**config.mk**
```make
export PLATFORM = sky130hd
export DESIGN_NAME = debounced_mode_key_encoder_flat
export DESIGN_NICKNAME = d
export VERILOG_FILES = /design/src/design/dbmk_pkg.sv /design/src/design/dbmk_if.sv /design/src/design/dbmk_lane.sv /design/src/design/dbmk_merge.sv /design/src/design/debounced_mode_key_encoder.sv /design/src/flat_wrapper.sv
export VERILOG_INCLUDE_DIRS = /design/src /design/src/design
export SDC_FILE = /design/constraint.sdc
export NUM_CORES = 1
export LEC_CHECK = 0
export BUFFER_PORTS_ARGS = -buffer_cell sky130_fd_sc_hd__clkbuf_2
export CELL_PAD_IN_SITES_DETAIL_PLACEMENT = 1
export CELL_PAD_IN_SITES_GLOBAL_PLACEMENT = 1
export CORE_MARGIN = 4
export CORE_UTILIZATION = 49
export DETAILED_ROUTE_END_ITERATION = 8
export PLACE_DENSITY = 0.95
export SLEW_MARGIN = 20
export SYNTH_ARGS = -nofsm -noshare
export SYNTH_HDL_FRONTEND = slang
export SYNTH_SLANG_ARGS = --single-unit
```
**constraint.sdc**
```tcl
create_clock -name clk_i -period 6.6 [get_ports clk_i]
set_input_delay 1.32 -clock clk_i [delete_from_list [all_inputs] [get_ports clk_i]]
set_output_delay 1.32 -clock clk_i [all_outputs]
set_load 0.05 [all_outputs]
```
**src/design/debounced_mode_key_encoder_macros.svh**
```systemverilog
// Assertion macros used by the debounced mode key encoder top level.
`ifndef DEBOUNCED_MODE_KEY_ENCODER_MACROS_SVH
`define DEBOUNCED_MODE_KEY_ENCODER_MACROS_SVH

// Checked at every rising clock edge while reset is released.
`define DBMK_ASSERT(label, prop, msg) \
  label: assert property (@(posedge clk_i) disable iff (!rst_ni) (prop)) else $error(msg);

// Checked at every rising clock edge, reset included.
`define DBMK_ASSERT_ALWAYS(label, prop, msg) \
  label: assert property (@(posedge clk_i) (prop)) else $error(msg);

`endif

```
**src/design/dbmk_pkg.sv**
```systemverilog
// Package with the types, constants and command table of the debounced mode key encoder.
package dbmk_pkg;

  localparam int NUM_KEYS = 4;
  localparam int KEY_W = 2;
  localparam int QUIET_W = 16;
  localparam int CMD_W = 4;
  localparam int MODE_W = 2;

  localparam logic [QUIET_W-1:0] QUIET_RESET = 16'd100;
  localparam logic [QUIET_W-1:0] QUIET_MAX = 16'hFFFF;

  localparam logic [KEY_W-1:0] KEY_UP = 2'd0;
  localparam logic [KEY_W-1:0] KEY_DOWN = 2'd1;
  localparam logic [KEY_W-1:0] KEY_ACTION = 2'd2;
  localparam logic [KEY_W-1:0] KEY_MODE = 2'd3;

  localparam logic [MODE_W-1:0] MODE_VOLUME = 2'd0;
  localparam logic [MODE_W-1:0] MODE_BRIGHT = 2'd1;
  localparam logic [MODE_W-1:0] MODE_MEDIA = 2'd2;
  localparam logic [MODE_W-1:0] LAST_MODE = MODE_MEDIA;

  typedef enum logic [CMD_W-1:0] {
    CMD_NONE        = 4'd0,
    CMD_VOL_UP      = 4'd1,
    CMD_BRIGHT_UP   = 4'd2,
    CMD_NEXT        = 4'd3,
    CMD_VOL_DOWN    = 4'd4,
    CMD_BRIGHT_DOWN = 4'd5,
    CMD_PREV        = 4'd6,
    CMD_MUTE        = 4'd7,
    CMD_PLAY        = 4'd8
  } cmd_e;

  typedef struct packed {
    logic differs;
    logic rising;
    cmd_e command;
  } lane_t;

  typedef struct packed {
    logic [NUM_KEYS-1:0] stable;
    logic [MODE_W-1:0]   mode;
    cmd_e                command;
  } merge_t;

  function automatic cmd_e key_command(input logic [KEY_W-1:0] key,
                                       input logic [MODE_W-1:0] mode);
    cmd_e cmd;
    cmd = CMD_NONE;
    case (key)
      KEY_UP: begin
        case (mode)
          MODE_VOLUME: cmd = CMD_VOL_UP;
          MODE_BRIGHT: cmd = CMD_BRIGHT_UP;
          MODE_MEDIA:  cmd = CMD_NEXT;
          default:     cmd = CMD_NONE;
        endcase
      end
      KEY_DOWN: begin
        case (mode)
          MODE_VOLUME: cmd = CMD_VOL_DOWN;
          MODE_BRIGHT: cmd = CMD_BRIGHT_DOWN;
          MODE_MEDIA:  cmd = CMD_PREV;
          default:     cmd = CMD_NONE;
        endcase
      end
      KEY_ACTION: begin
        case (mode)
          MODE_VOLUME: cmd = CMD_MUTE;
          MODE_MEDIA:  cmd = CMD_PLAY;
          default:     cmd = CMD_NONE;
        endcase
      end
      default: cmd = CMD_NONE;
    endcase
    return cmd;
  endfunction

endpackage

```
**src/design/dbmk_if.sv**
```systemverilog
// Stream interfaces for the sample input channel and the result output channel.
interface dbmk_in_if;
  logic valid;
  logic ready;
  logic up_level;
  logic down_level;
  logic action_level;
  logic mode_level;

  modport source (output valid, output up_level, output down_level, output action_level,
                  output mode_level, input ready);
  modport sink (input valid, input up_level, input down_level, input action_level,
                input mode_level, output ready);
endinterface

interface dbmk_out_if;
  import dbmk_pkg::*;
  logic              valid;
  logic              ready;
  logic [CMD_W-1:0]  command;
  logic [MODE_W-1:0] current_mode;

  modport source (output valid, output command, output current_mode, input ready);
  modport sink (input valid, input command, input current_mode, output ready);
endinterface

```
**src/design/dbmk_lane.sv**
```systemverilog
// One button lane: compares the raw level with the stable level and looks up its command.
module dbmk_lane #(
  parameter int KeyIdx = 0
) (
  input  logic                      raw_i,
  input  logic                      stable_i,
  input  logic [dbmk_pkg::MODE_W-1:0] mode_i,
  output dbmk_pkg::lane_t           lane_o
);
  import dbmk_pkg::*;

  always_comb begin
    lane_o.differs = raw_i ^ stable_i;
    lane_o.rising  = raw_i & ~stable_i;
    lane_o.command = key_command(KEY_W'(KeyIdx), mode_i);
  end

endmodule

```
**src/design/dbmk_merge.sv**
```systemverilog
// Merging stage: the first differing lane in priority order updates stable levels and mode.
module dbmk_merge (
  input  dbmk_pkg::lane_t                     lanes_i [dbmk_pkg::NUM_KEYS],
  input  logic                                quiet_ok_i,
  input  logic [dbmk_pkg::NUM_KEYS-1:0]       stable_i,
  input  logic [dbmk_pkg::MODE_W-1:0]         mode_i,
  output dbmk_pkg::merge_t                    result_o
);
  import dbmk_pkg::*;

  always_comb begin
    logic found;
    found = 1'b0;
    result_o.stable  = stable_i;
    result_o.mode    = mode_i;
    result_o.command = CMD_NONE;
    if (quiet_ok_i) begin
      for (int i = 0; i < NUM_KEYS; i++) begin
        if (!found && lanes_i[i].differs) begin
          found = 1'b1;
          result_o.stable[i] = ~stable_i[i];
          if (lanes_i[i].rising) begin
            if (KEY_W'(i) == KEY_MODE) begin
              result_o.mode = (mode_i >= LAST_MODE) ? MODE_VOLUME : mode_i + 1'b1;
            end else begin
              result_o.command = lanes_i[i].command;
            end
          end
        end
      end
    end
  end

endmodule

```
**src/design/debounced_mode_key_encoder.sv**
```systemverilog
// Top level of the debounced mode key encoder with shared quiet counter and output buffer.
//
// Each input transaction on in_i is one sample tick with the raw levels of the up, down,
// action and mode buttons. Every accepted transaction yields exactly one output
// transaction on out_o with the command code (zero when there is no event) and the mode
// in force after that tick.
// The four button lanes and the merging stage work in the same cycle as the accept; each
// result is registered in the output register or, while that holds an untaken result, in
// the second result register; throughput one transaction per cycle while in_i.ready is high.
// A second result register holds one further result while the receiver stalls, so a
// sample is still accepted while a finished result waits; in_i.ready falls only when
// both result registers are full, and it rises again on the cycle after out_o takes one.
// cfg_we_i writes quiet_ticks from cfg_wdata_i; a level change is accepted once the
// shared quiet counter exceeds it.
// Reset sets quiet_ticks to 100, clears the previous raw levels, stable levels, quiet
// counter and mode, and empties the result registers.
`include "debounced_mode_key_encoder_macros.svh"

module debounced_mode_key_encoder (
  input  logic                           clk_i,
  input  logic                           rst_ni,
  input  logic                           cfg_we_i,
  input  logic [dbmk_pkg::QUIET_W-1:0]   cfg_wdata_i,
  dbmk_in_if.sink                        in_i,
  dbmk_out_if.source                     out_o
);
  import dbmk_pkg::*;

  logic [QUIET_W-1:0]  quiet_ticks_q;
  logic [NUM_KEYS-1:0] prev_q;
  logic [NUM_KEYS-1:0] stable_q;
  logic [QUIET_W-1:0]  count_q, count_d;
  logic [MODE_W-1:0]   mode_q;

  logic                out_valid_q;
  logic [CMD_W-1:0]    out_cmd_q;
  logic [MODE_W-1:0]   out_mode_q;
  logic                skid_valid_q;
  logic [CMD_W-1:0]    skid_cmd_q;
  logic [MODE_W-1:0]   skid_mode_q;

  logic [NUM_KEYS-1:0] raw;
  logic                accept;
  logic                take;
  logic                quiet_ok;
  lane_t               lanes [NUM_KEYS];
  merge_t              merged;

  assign raw = {in_i.mode_level, in_i.action_level, in_i.down_level, in_i.up_level};
  assign in_i.ready = ~skid_valid_q;
  assign accept = in_i.valid & in_i.ready;
  assign take = out_valid_q & out_o.ready;

  always_comb begin
    if (raw != prev_q) begin
      count_d = '0;
    end else if (count_q != QUIET_MAX) begin
      count_d = count_q + 1'b1;
    end else begin
      count_d = count_q;
    end
  end

  assign quiet_ok = count_d > quiet_ticks_q;

  for (genvar g = 0; g < NUM_KEYS; g++) begin : g_lane
    dbmk_lane #(
      .KeyIdx(g)
    ) u_lane (
      .raw_i   (raw[g]),
      .stable_i(stable_q[g]),
      .mode_i  (mode_q),
      .lane_o  (lanes[g])
    );
  end

  dbmk_merge u_merge (
    .lanes_i   (lanes),
    .quiet_ok_i(quiet_ok),
    .stable_i  (stable_q),
    .mode_i    (mode_q),
    .result_o  (merged)
  );

  always_ff @(posedge clk_i or negedge rst_ni) begin
    if (!rst_ni) begin
      quiet_ticks_q <= QUIET_RESET;
    end else if (cfg_we_i) begin
      quiet_ticks_q <= cfg_wdata_i;
    end
  end

  always_ff @(posedge clk_i or negedge rst_ni) begin
    if (!rst_ni) begin
      prev_q   <= '0;
      stable_q <= '0;
      count_q  <= '0;
      mode_q   <= MODE_VOLUME;
    end else if (accept) begin
      prev_q   <= raw;
      stable_q <= merged.stable;
      count_q  <= count_d;
      mode_q   <= merged.mode;
    end
  end

  always_ff @(posedge clk_i or negedge rst_ni) begin
    if (!rst_ni) begin
      out_valid_q  <= 1'b0;
      skid_valid_q <= 1'b0;
    end else begin
      if (take) begin
        if (skid_valid_q) begin
          skid_valid_q <= 1'b0;
        end else begin
          out_valid_q <= accept;
        end
      end else if (accept) begin
        if (out_valid_q) begin
          skid_valid_q <= 1'b1;
        end else begin
          out_valid_q <= 1'b1;
        end
      end
    end
  end

  always_ff @(posedge clk_i) begin
    if (take && skid_valid_q) begin
      out_cmd_q  <= skid_cmd_q;
      out_mode_q <= skid_mode_q;
    end else if (accept && (take || !out_valid_q)) begin
      out_cmd_q  <= merged.command;
      out_mode_q <= merged.mode;
    end
    if (accept && out_valid_q && !take) begin
      skid_cmd_q  <= merged.command;
      skid_mode_q <= merged.mode;
    end
  end

  assign out_o.valid        = out_valid_q;
  assign out_o.command      = out_cmd_q;
  assign out_o.current_mode = out_mode_q;

  `DBMK_ASSERT_ALWAYS(a_skid_behind_out, !skid_valid_q || out_valid_q,
                      "Second result register holds a result while the first is empty.")
  `DBMK_ASSERT(a_raw_change_holds_stable, accept && (raw != prev_q) |=> $stable(stable_q),
               "Stable levels changed on a tick with a raw change.")
  `DBMK_ASSERT(a_one_key_per_tick, $countones(stable_q ^ $past(stable_q)) <= 1,
               "More than one stable level changed in one tick.")
  `DBMK_ASSERT_ALWAYS(a_mode_range, mode_q <= LAST_MODE,
                      "Mode index is out of range.")
  `DBMK_ASSERT(a_mode_step, !$stable(mode_q) |-> $past(accept) && $past(quiet_ok),
               "Mode changed without an accepted quiet tick.")

endmodule
```
**src/flat_wrapper.sv**
```systemverilog
// flat-port wrapper written by rule: the top's interface ports become plain ports
module debounced_mode_key_encoder_flat import dbmk_pkg::*;
  (clk_i, rst_ni, cfg_we_i, cfg_wdata_i, in_i_valid, in_i_up_level, in_i_down_level, in_i_action_level, in_i_mode_level, in_i_ready, out_o_valid, out_o_command, out_o_current_mode, out_o_ready);
  dbmk_in_if in_i_i ();
  dbmk_out_if out_o_i ();
  input  logic clk_i;
  input  logic rst_ni;
  input  logic cfg_we_i;
  input  logic [dbmk_pkg::QUIET_W-1:0] cfg_wdata_i;
  input wire logic [$bits(in_i_i.valid)-1:0] in_i_valid;
  input wire logic [$bits(in_i_i.up_level)-1:0] in_i_up_level;
  input wire logic [$bits(in_i_i.down_level)-1:0] in_i_down_level;
  input wire logic [$bits(in_i_i.action_level)-1:0] in_i_action_level;
  input wire logic [$bits(in_i_i.mode_level)-1:0] in_i_mode_level;
  output wire logic [$bits(in_i_i.ready)-1:0] in_i_ready;
  output wire logic [$bits(out_o_i.valid)-1:0] out_o_valid;
  output wire logic [$bits(out_o_i.command)-1:0] out_o_command;
  output wire logic [$bits(out_o_i.current_mode)-1:0] out_o_current_mode;
  input wire logic [$bits(out_o_i.ready)-1:0] out_o_ready;
  assign in_i_i.valid = in_i_valid;
  assign in_i_i.up_level = in_i_up_level;
  assign in_i_i.down_level = in_i_down_level;
  assign in_i_i.action_level = in_i_action_level;
  assign in_i_i.mode_level = in_i_mode_level;
  assign in_i_ready = in_i_i.ready;
  assign out_o_valid = out_o_i.valid;
  assign out_o_command = out_o_i.command;
  assign out_o_current_mode = out_o_i.current_mode;
  assign out_o_i.ready = out_o_ready;
  debounced_mode_key_encoder u_core (.clk_i(clk_i), .rst_ni(rst_ni), .cfg_we_i(cfg_we_i), .cfg_wdata_i(cfg_wdata_i), .in_i(in_i_i), .out_o(out_o_i));
endmodule
```
# --- Yosys cells after proc, flatten, opt, wreduce, memory -nomap -nowiden ---
# Cells that the tools add are included.
# Widths: inputs -> output; s select.
totals:
  out_inout_bits: 8
  input_bits: 25
  regBits: 56
op_classes:
  n_addsub: 2
  mux: 31
  n_eq_ne: 5
  bitwise_logic: 15
  reduce_logical: 23
  order_cmp: 2
op_table:
  columns: ["cell", "n"]
  rows:
  - ["$mux 16", 2]
  - ["$mux 4", 8]
  - ["$mux 6", 3]
  - ["$add 16x1->16 const B", 1]
  - ["$gt 16x16->1", 1]
  - ["$ne 16x16->1 const B", 1]
  - ["$mux 1", 12]
  - ["$reduce_and 3->1", 4]
  - ["$pmux 3 s3", 1]
  - ["$pmux 4 s2", 1]
  - ["$logic_and 1x1->1", 7]
  - ["$and 1x1->1", 6]
  - ["$mux 2", 3]
  - ["$pmux 2 s3", 1]
  - ["$reduce_bool 2->1", 3]
  - ["$logic_not 1->1", 5]
  - ["$not 1->1", 5]
  - ["$ne 4x4->1", 1]
  - ["$reduce_and 2->1", 2]
  - ["$xor 1x1->1", 4]
  - ["$add 2x1->2 const B", 1]
  - ["$eq 2x1->1 const B", 1]
  - ["$eq 2x2->1 const B", 1]
  - ["$ge 2x2->1 const B", 1]
  - ["other kinds (3)", 3]

# --- Logic depth before layout (Yosys ltp) ---
logic_depth:
  ltp_word: 19
  mapped_depth: 15
  depth_no_buf: 13

# --- Hierarchy ---
# From an unflattened synthesis, not the netlist that was laid out.
hier_totals:
  hier_cells: 393
  area_unflattened_um2: 3607.2
modules_own_cells:
  columns: ["mod", "n_inst", "cells_per_inst", "area_each_um2"]
  rows:
  - ["debounced_mode_key_encoder", 1, 326, 3126.7]
  - ["dbmk_merge", 1, 32, 230.2]
  - ["dbmk_lane at u_core.g_lane[0].u_lane", 1, 12, 93.8]
  - ["dbmk_lane at u_core.g_lane[3].u_lane", 1, 8, 53.8]
  - ["dbmk_lane at u_core.g_lane[2].u_lane", 1, 7, 52.6]
  - ["dbmk_lane at u_core.g_lane[1].u_lane", 1, 8, 50.0]

# --- Worst setup path before layout ---
# Ideal clock, no wire load.
synth_timing:
  path_kind: "input -> register"
  start: "input in_i_mode_level"
  end: "register u_core.out_mode_q[0] (netlist: u_core.out_o.current_mode[0]) (data pin)"
  stages: 13
  path_buffers: 3
  setup_slack_ns: 2.630
  t_arrival_ns: 3.712
  cell_sequence: "xnor2_1 nand4_1 clkbuf_1 clkbuf_1 nor2_1 ha_1 a21o_1 nand3_1 a211oi_1 a2111o_1 buf_2 a31oi_1 a21oi_1"
synth_via:
  elab_chain_len: 6
synth_rtl:
  columns: ["element", "line_no", "source"]
  rows:
  - ["from (decl)", "flat_wrapper.sv:14", "input wire logic [$bits(in_i_i.mode_level)-1:0] in_i_mode_level;"]
  - ["$ne 4x4->1", "debounced_mode_key_encoder.sv:55", "if (raw != prev_q) begin"]
  - ["$mux 16", "debounced_mode_key_encoder.sv:55", null]
  - ["named net u_core.count_d[5]", "debounced_mode_key_encoder.sv:32", "logic [QUIET_W-1:0] count_q, count_d;"]
  - ["$gt 16x16->1", "debounced_mode_key_encoder.sv:64", "assign quiet_ok = count_d > quiet_ticks_q;"]
  - ["$mux 6", "dbmk_merge.sv:17", "if (quiet_ok_i) begin"]
  - ["$mux 2", "debounced_mode_key_encoder.sv:132", "end else if (accept && (take || !out_valid_q)) begin"]
  - ["$mux 2", "debounced_mode_key_encoder.sv:129", "if (take && skid_valid_q) begin"]
  - ["to (signal assigned)", "debounced_mode_key_encoder.sv:131", "out_mode_q <= skid_mode_q;"]
  - ["to (signal assigned)", "debounced_mode_key_encoder.sv:134", "out_mode_q <= merged.mode;"]
  - ["to (decl)", "debounced_mode_key_encoder.sv:37", "logic [MODE_W-1:0] out_mode_q;"]
# The timed path passes the listed nets, and every way through them passes these cells. The select of a mux whose other input is x is not followed.
# A chain may end at the register's enable or synchronous reset.

# --- Worst setup path in the final report ---
layout_timing:
  start: "input in_i_mode_level"
  end: "register u_core.out_cmd_q[2] (netlist: u_core.out_o.command[2]) (data pin)"
layout_via:
  elab_chain_len: 6
layout_rtl:
  columns: ["element", "line_no", "source"]
  rows:
  - ["$ne 4x4->1", "debounced_mode_key_encoder.sv:55", null]
  - ["$mux 16", "debounced_mode_key_encoder.sv:55", null]
  - ["named net u_core.count_d[12]", "debounced_mode_key_encoder.sv:32", null]
  - ["$gt 16x16->1", "debounced_mode_key_encoder.sv:64", null]
  - ["$mux 6", "dbmk_merge.sv:17", null]
  - ["$mux 4", "debounced_mode_key_encoder.sv:132", null]
  - ["$mux 4", "debounced_mode_key_encoder.sv:129", null]
  - ["to (signal assigned)", "debounced_mode_key_encoder.sv:130", "out_cmd_q <= skid_cmd_q;"]
  - ["to (signal assigned)", "debounced_mode_key_encoder.sv:133", "out_cmd_q <= merged.command;"]
  - ["to (decl)", "debounced_mode_key_encoder.sv:36", "logic [CMD_W-1:0] out_cmd_q;"]
# The timed path passes the listed nets, and every way through them passes these cells. The select of a mux whose other input is x is not followed.

==> impl_metrics.csv <==
group,metric,value,unit
sta,fin_crit_sh,0.609,
sta,max-slew-margin-rel,0.579,
yosys,syn_avg_cell_area,9.25,µm²
min_path,hp-class,"flop to flop",
floorplanning,core_area,6790,µm²
placement,gpl.final_weighted_congestion,0.822,
sta,finalHoldViolations,0,
finish,area_delta_synth_final,9.14,%
yosys,synth_fp_nets,422,
clocking,tritoncts,"done",
yosys,ys_types,49,
routing,dr.max_layer_used,"met4",
power_and_ir_drop,vdd_ir_drop_max,0.100,mV
finish,diodes_inserted,0,
floorplanning,die_height,91.6,µm
critical_path,criticalPathCategory,"input port to flop",
critical_path,worstPathMaxFanout,28,
yosys,synth_enable_flop_cells,12,
routing,first_pass_iteration_count_of_the_detailed_router,4,
sta,finalWorstSetupSlack,2580,ps
critical_path,crit_required,6650,ps
routing,routed_met2_length,4230,µm
finish,final_core_util,0.550,
sta,fin_worst_skew,4.80,ps
clocking,postCtsResizedCells,0,
sta,period_needed,4020,ps
grt,grt_overflow,0,
critical_path,data_arrival_time_of_the_critical_path,4070,ps
routing,route.detailed.wl_per_inst,17.1,µm
yosys,synth_top_area_frac,0.300,
sta,finalSetupTns,0,ps
floorplanning,rows,30,
grt,track_usage,0.213,
grt,largest_net_degree_at_the_start_of_global_routing,45,
grt,grt_antenna_before_repair,0,
clocking,postCtsSetupBuffers,0,
power_and_ir_drop,p_per_area,237,nW/µm²
yosys,synth_top_cell_by_area,"sky130_fd_sc_hd__dfrtp_1",
yosys,yosys_register_bits,56,
finish,fillCellCount,806,
routing,drt-met1-wl,3710,µm
clocking,cts_made_buffers,5,
yosys,post_synthesis_instance_area,3420,µm²
sta,rsz_0062_raised_after_global_routing,"no",
power_and_ir_drop,p_leak,1.68,nW
clocking,cts_htree_levels,2,
routing,drt-total-wl,8450,µm
yosys,share_of_synthesized_registers_carrying_an_async_set_or_reset,0.786,
yosys,synth.area.top_cells,"sky130_fd_sc_hd__dfrtp_1 30%, sky130_fd_sc_hd__edfxtp_1 11%, sky130_fd_sc_hd__ha_1 9.9%",
routing,final_antenna_net_count,0,
routing,vias,2809,
floorplanning,die_area,8390,µm²
routing,initialDrtViolationCount,107,
yosys,synthesis.instances,370,
critical_path,startpoint_type,"input port",
sta,fmax,249,MHz
routing,drc_errors,0,
clocking,cts.sinks,56,
clocking,ctsRootBufferMaster,"sky130_fd_sc_hd__clkbuf_8",
yosys,count_of_warnings_emitted_by_yosys,0,
sta,setup_viol_count_final,0,
placement,dp_hpwl,6230,µm
finish,nets,449,
clocking,clock_slew_at_reported_path_ffs,100,ps
sta,worst_slew_pin_slew,630,ps
run_status,status,"finished, final reports clean",
sta,fin_worst_hold_slack,478,ps
grt,via_count_of_the_first_global_routing_pass,3057,
clocking,ctsLongestPathBuffers,2,
clocking,insertion_delay,310,ps
yosys,yosysSeqAreaShare,0.428,
critical_path,critical_path.endpoint_type,"flop",
routing,met3_routed_length,320,µm
floorplanning,floorplan.io_pins,33,
placement,numPortBuffers,32,
yosys,post_synth_top_flop,"sky130_fd_sc_hd__dfrtp_1",
floorplanning,initial_core_util,0.504,
sta,final_max_slew_viol_count,0,
grt,grt_first_pass_wirelength,14600,µm
clocking,holdBufCountCts,0,
routing,vias_per_cell,5.69,
flow_run,max-cap-violations,0,
finish,final_layout_size_suffix_gt1_frac,0.153,
placement,post-place-ws,2320,ps
floorplanning,die-width,91.6,µm
==> critical path, stage by stage <==
cell	delay [ps]
sky130_fd_sc_hd__clkbuf_2	110
sky130_fd_sc_hd__xnor2_1	190
sky130_fd_sc_hd__nand4_1	140
sky130_fd_sc_hd__buf_4	250
sky130_fd_sc_hd__a31oi_1	220
sky130_fd_sc_hd__o21a_1	160
sky130_fd_sc_hd__ha_1	230
sky130_fd_sc_hd__nand4_1	180
sky130_fd_sc_hd__nor3_1	110
sky130_fd_sc_hd__a2111o_1	600
sky130_fd_sc_hd__o21ai_1	390
sky130_fd_sc_hd__o31ai_1	170
==> worst paths after layout <==
path	endpoint	start	cells past startpoint	slack, ps
min in group asynchronous	u_core.quiet_ticks_q[10]$_DFFE_PN0P_	rst_ni	1	1000
worst min-delay path	u_core.stable_q[2]$_DFFE_PN0P_	u_core.stable_q[2]$_DFFE_PN0P_	1	480
max in group asynchronous	u_core.count_q[11]$_DFFE_PN0P_	rst_ni	1	5220
worst max register to register	u_core.out_o.command[2]$_DFFE_PP_	u_core.count_q[0]$_DFFE_PN0P_	12	2610
worst min register to register	u_core.stable_q[2]$_DFFE_PN0P_	u_core.stable_q[2]$_DFFE_PN0P_	1	480
worst max-delay path	u_core.out_o.command[2]$_DFFE_PP_	in_i_mode_level	12	2580
==> synth_stat cells (2+ instances only) <==
master                     count
sky130_fd_sc_hd__nand2_1      52
sky130_fd_sc_hd__dfrtp_1      41
sky130_fd_sc_hd__o21ai_0      31
sky130_fd_sc_hd__inv_1        30
sky130_fd_sc_hd__ha_1         27
sky130_fd_sc_hd__a21oi_1      26
sky130_fd_sc_hd__nor2_1       25
sky130_fd_sc_hd__xnor2_1      13
sky130_fd_sc_hd__edfxtp_1     12
sky130_fd_sc_hd__nand3_1      12
sky130_fd_sc_hd__a31oi_1       9
sky130_fd_sc_hd__and3_1        8
sky130_fd_sc_hd__clkbuf_1      8
sky130_fd_sc_hd__nand4_1       8
sky130_fd_sc_hd__o31ai_1       8
sky130_fd_sc_hd__xor2_1        5
sky130_fd_sc_hd__a21o_1        4
sky130_fd_sc_hd__buf_2         3
sky130_fd_sc_hd__dfstp_2       3
sky130_fd_sc_hd__nor2b_1       3
sky130_fd_sc_hd__nor3_1        3
sky130_fd_sc_hd__o21a_1        3
sky130_fd_sc_hd__a221oi_1      2
sky130_fd_sc_hd__a31o_1        2
sky130_fd_sc_hd__and3_4        2
sky130_fd_sc_hd__buf_6         2
sky130_fd_sc_hd__mux2_2        2
sky130_fd_sc_hd__mux2i_1       2
sky130_fd_sc_hd__nand2b_1      2
sky130_fd_sc_hd__o21ai_1       2
sky130_fd_sc_hd__o21ba_2       2
==> cell usage in the layout, fill, tap and decap left out, drive strengths merged, types with 4 or more instances in the layout <==
cell type	count
a21o	4
a21oi	27
a31oi	9
and3	10
clkbuf	36
dfrtp	41
edfxtp	12
ha	27
inv	31
nand2	53
nand3	13
nand4	9
nor2	25
nor3	5
o21ai	33
o31ai	8
xnor2	13
xor2	5
==> registers in the layout, indices dropped and copies added (netlist names) <==
signal	count
u_core.skid_cmd_q	4
u_core.prev_q	4
u_core.out_o.valid	1
u_core.out_o.current_mode	2
u_core.quiet_ticks_q	16
u_core.out_o.command	4
u_core.skid_valid_q	1
u_core.skid_mode_q	2
u_core.stable_q	4
u_core.count_q	16
u_core.mode_q	2
==> where the power goes <==
group	switching, mW	internal [mW]	total [mW]
combinational	0.185	0.0731	0.258
clock	0.117	0.0746	0.191
sequential	0.0324	0.402	0.434
==> stage by stage <==
stage | power, mW | instance area (µm²) | instances
4_1_cts | 0.888 | 3730 | 494
2_1_floorplan | 0.617 | 3420 | 370
3_3_place_gp | 0.677 | 3650 | 486
5_1_grt | 0.934 | 3740 | 494
6_report | 0.884 | 3740 | 494
3_5_place_dp | 0.696 | 3650 | 486
==> area by class of cell <==
class / count / area (µm²) / share of cell area
inverter: 30 / 113 / 0.0301
clock buffer: 5 / 68.8 / 0.0184
clock inverter: 3 / 17.5 / 0.00469
sequential: 56 / 1470 / 0.392
timing repair buffer: 34 / 178 / 0.0476
multi-input combinational: 270 / 1770 / 0.475
tap: 96 / 120 / 0.0322
==> per-layer routing <==
| layer | vias to the layer above | track usage |
|---|---|---|
| li1 | 1351 | - |
| met5 | - | 0 |
| met4 | 0 | 0.0754 |
| met2 | 60 | 0.372 |
| met3 | 22 | 0.0381 |
| met1 | 1376 | 0.263 |
==> kinds of logic (layout without fill, tap and decap cells) <==
| logic type | after synthesis | in the layout | synth area share |
|---|---|---|---|
| AOI/OAI and AO/OA | 96 | 96 | 0.177 |
| xor gates and xnor gates | 18 | 18 | 0.0461 |
| adders and majority gates | 27 | 27 | 0.0987 |
| buffers and inverters | 44 | 72 | 0.0537 |
| DFF | 56 | 56 | 0.428 |
| muxes | 4 | 4 | 0.0124 |
| and+or+nand+nor | 125 | 125 | 0.184 |
Note: power is estimated with default switching activity, not from simulation.
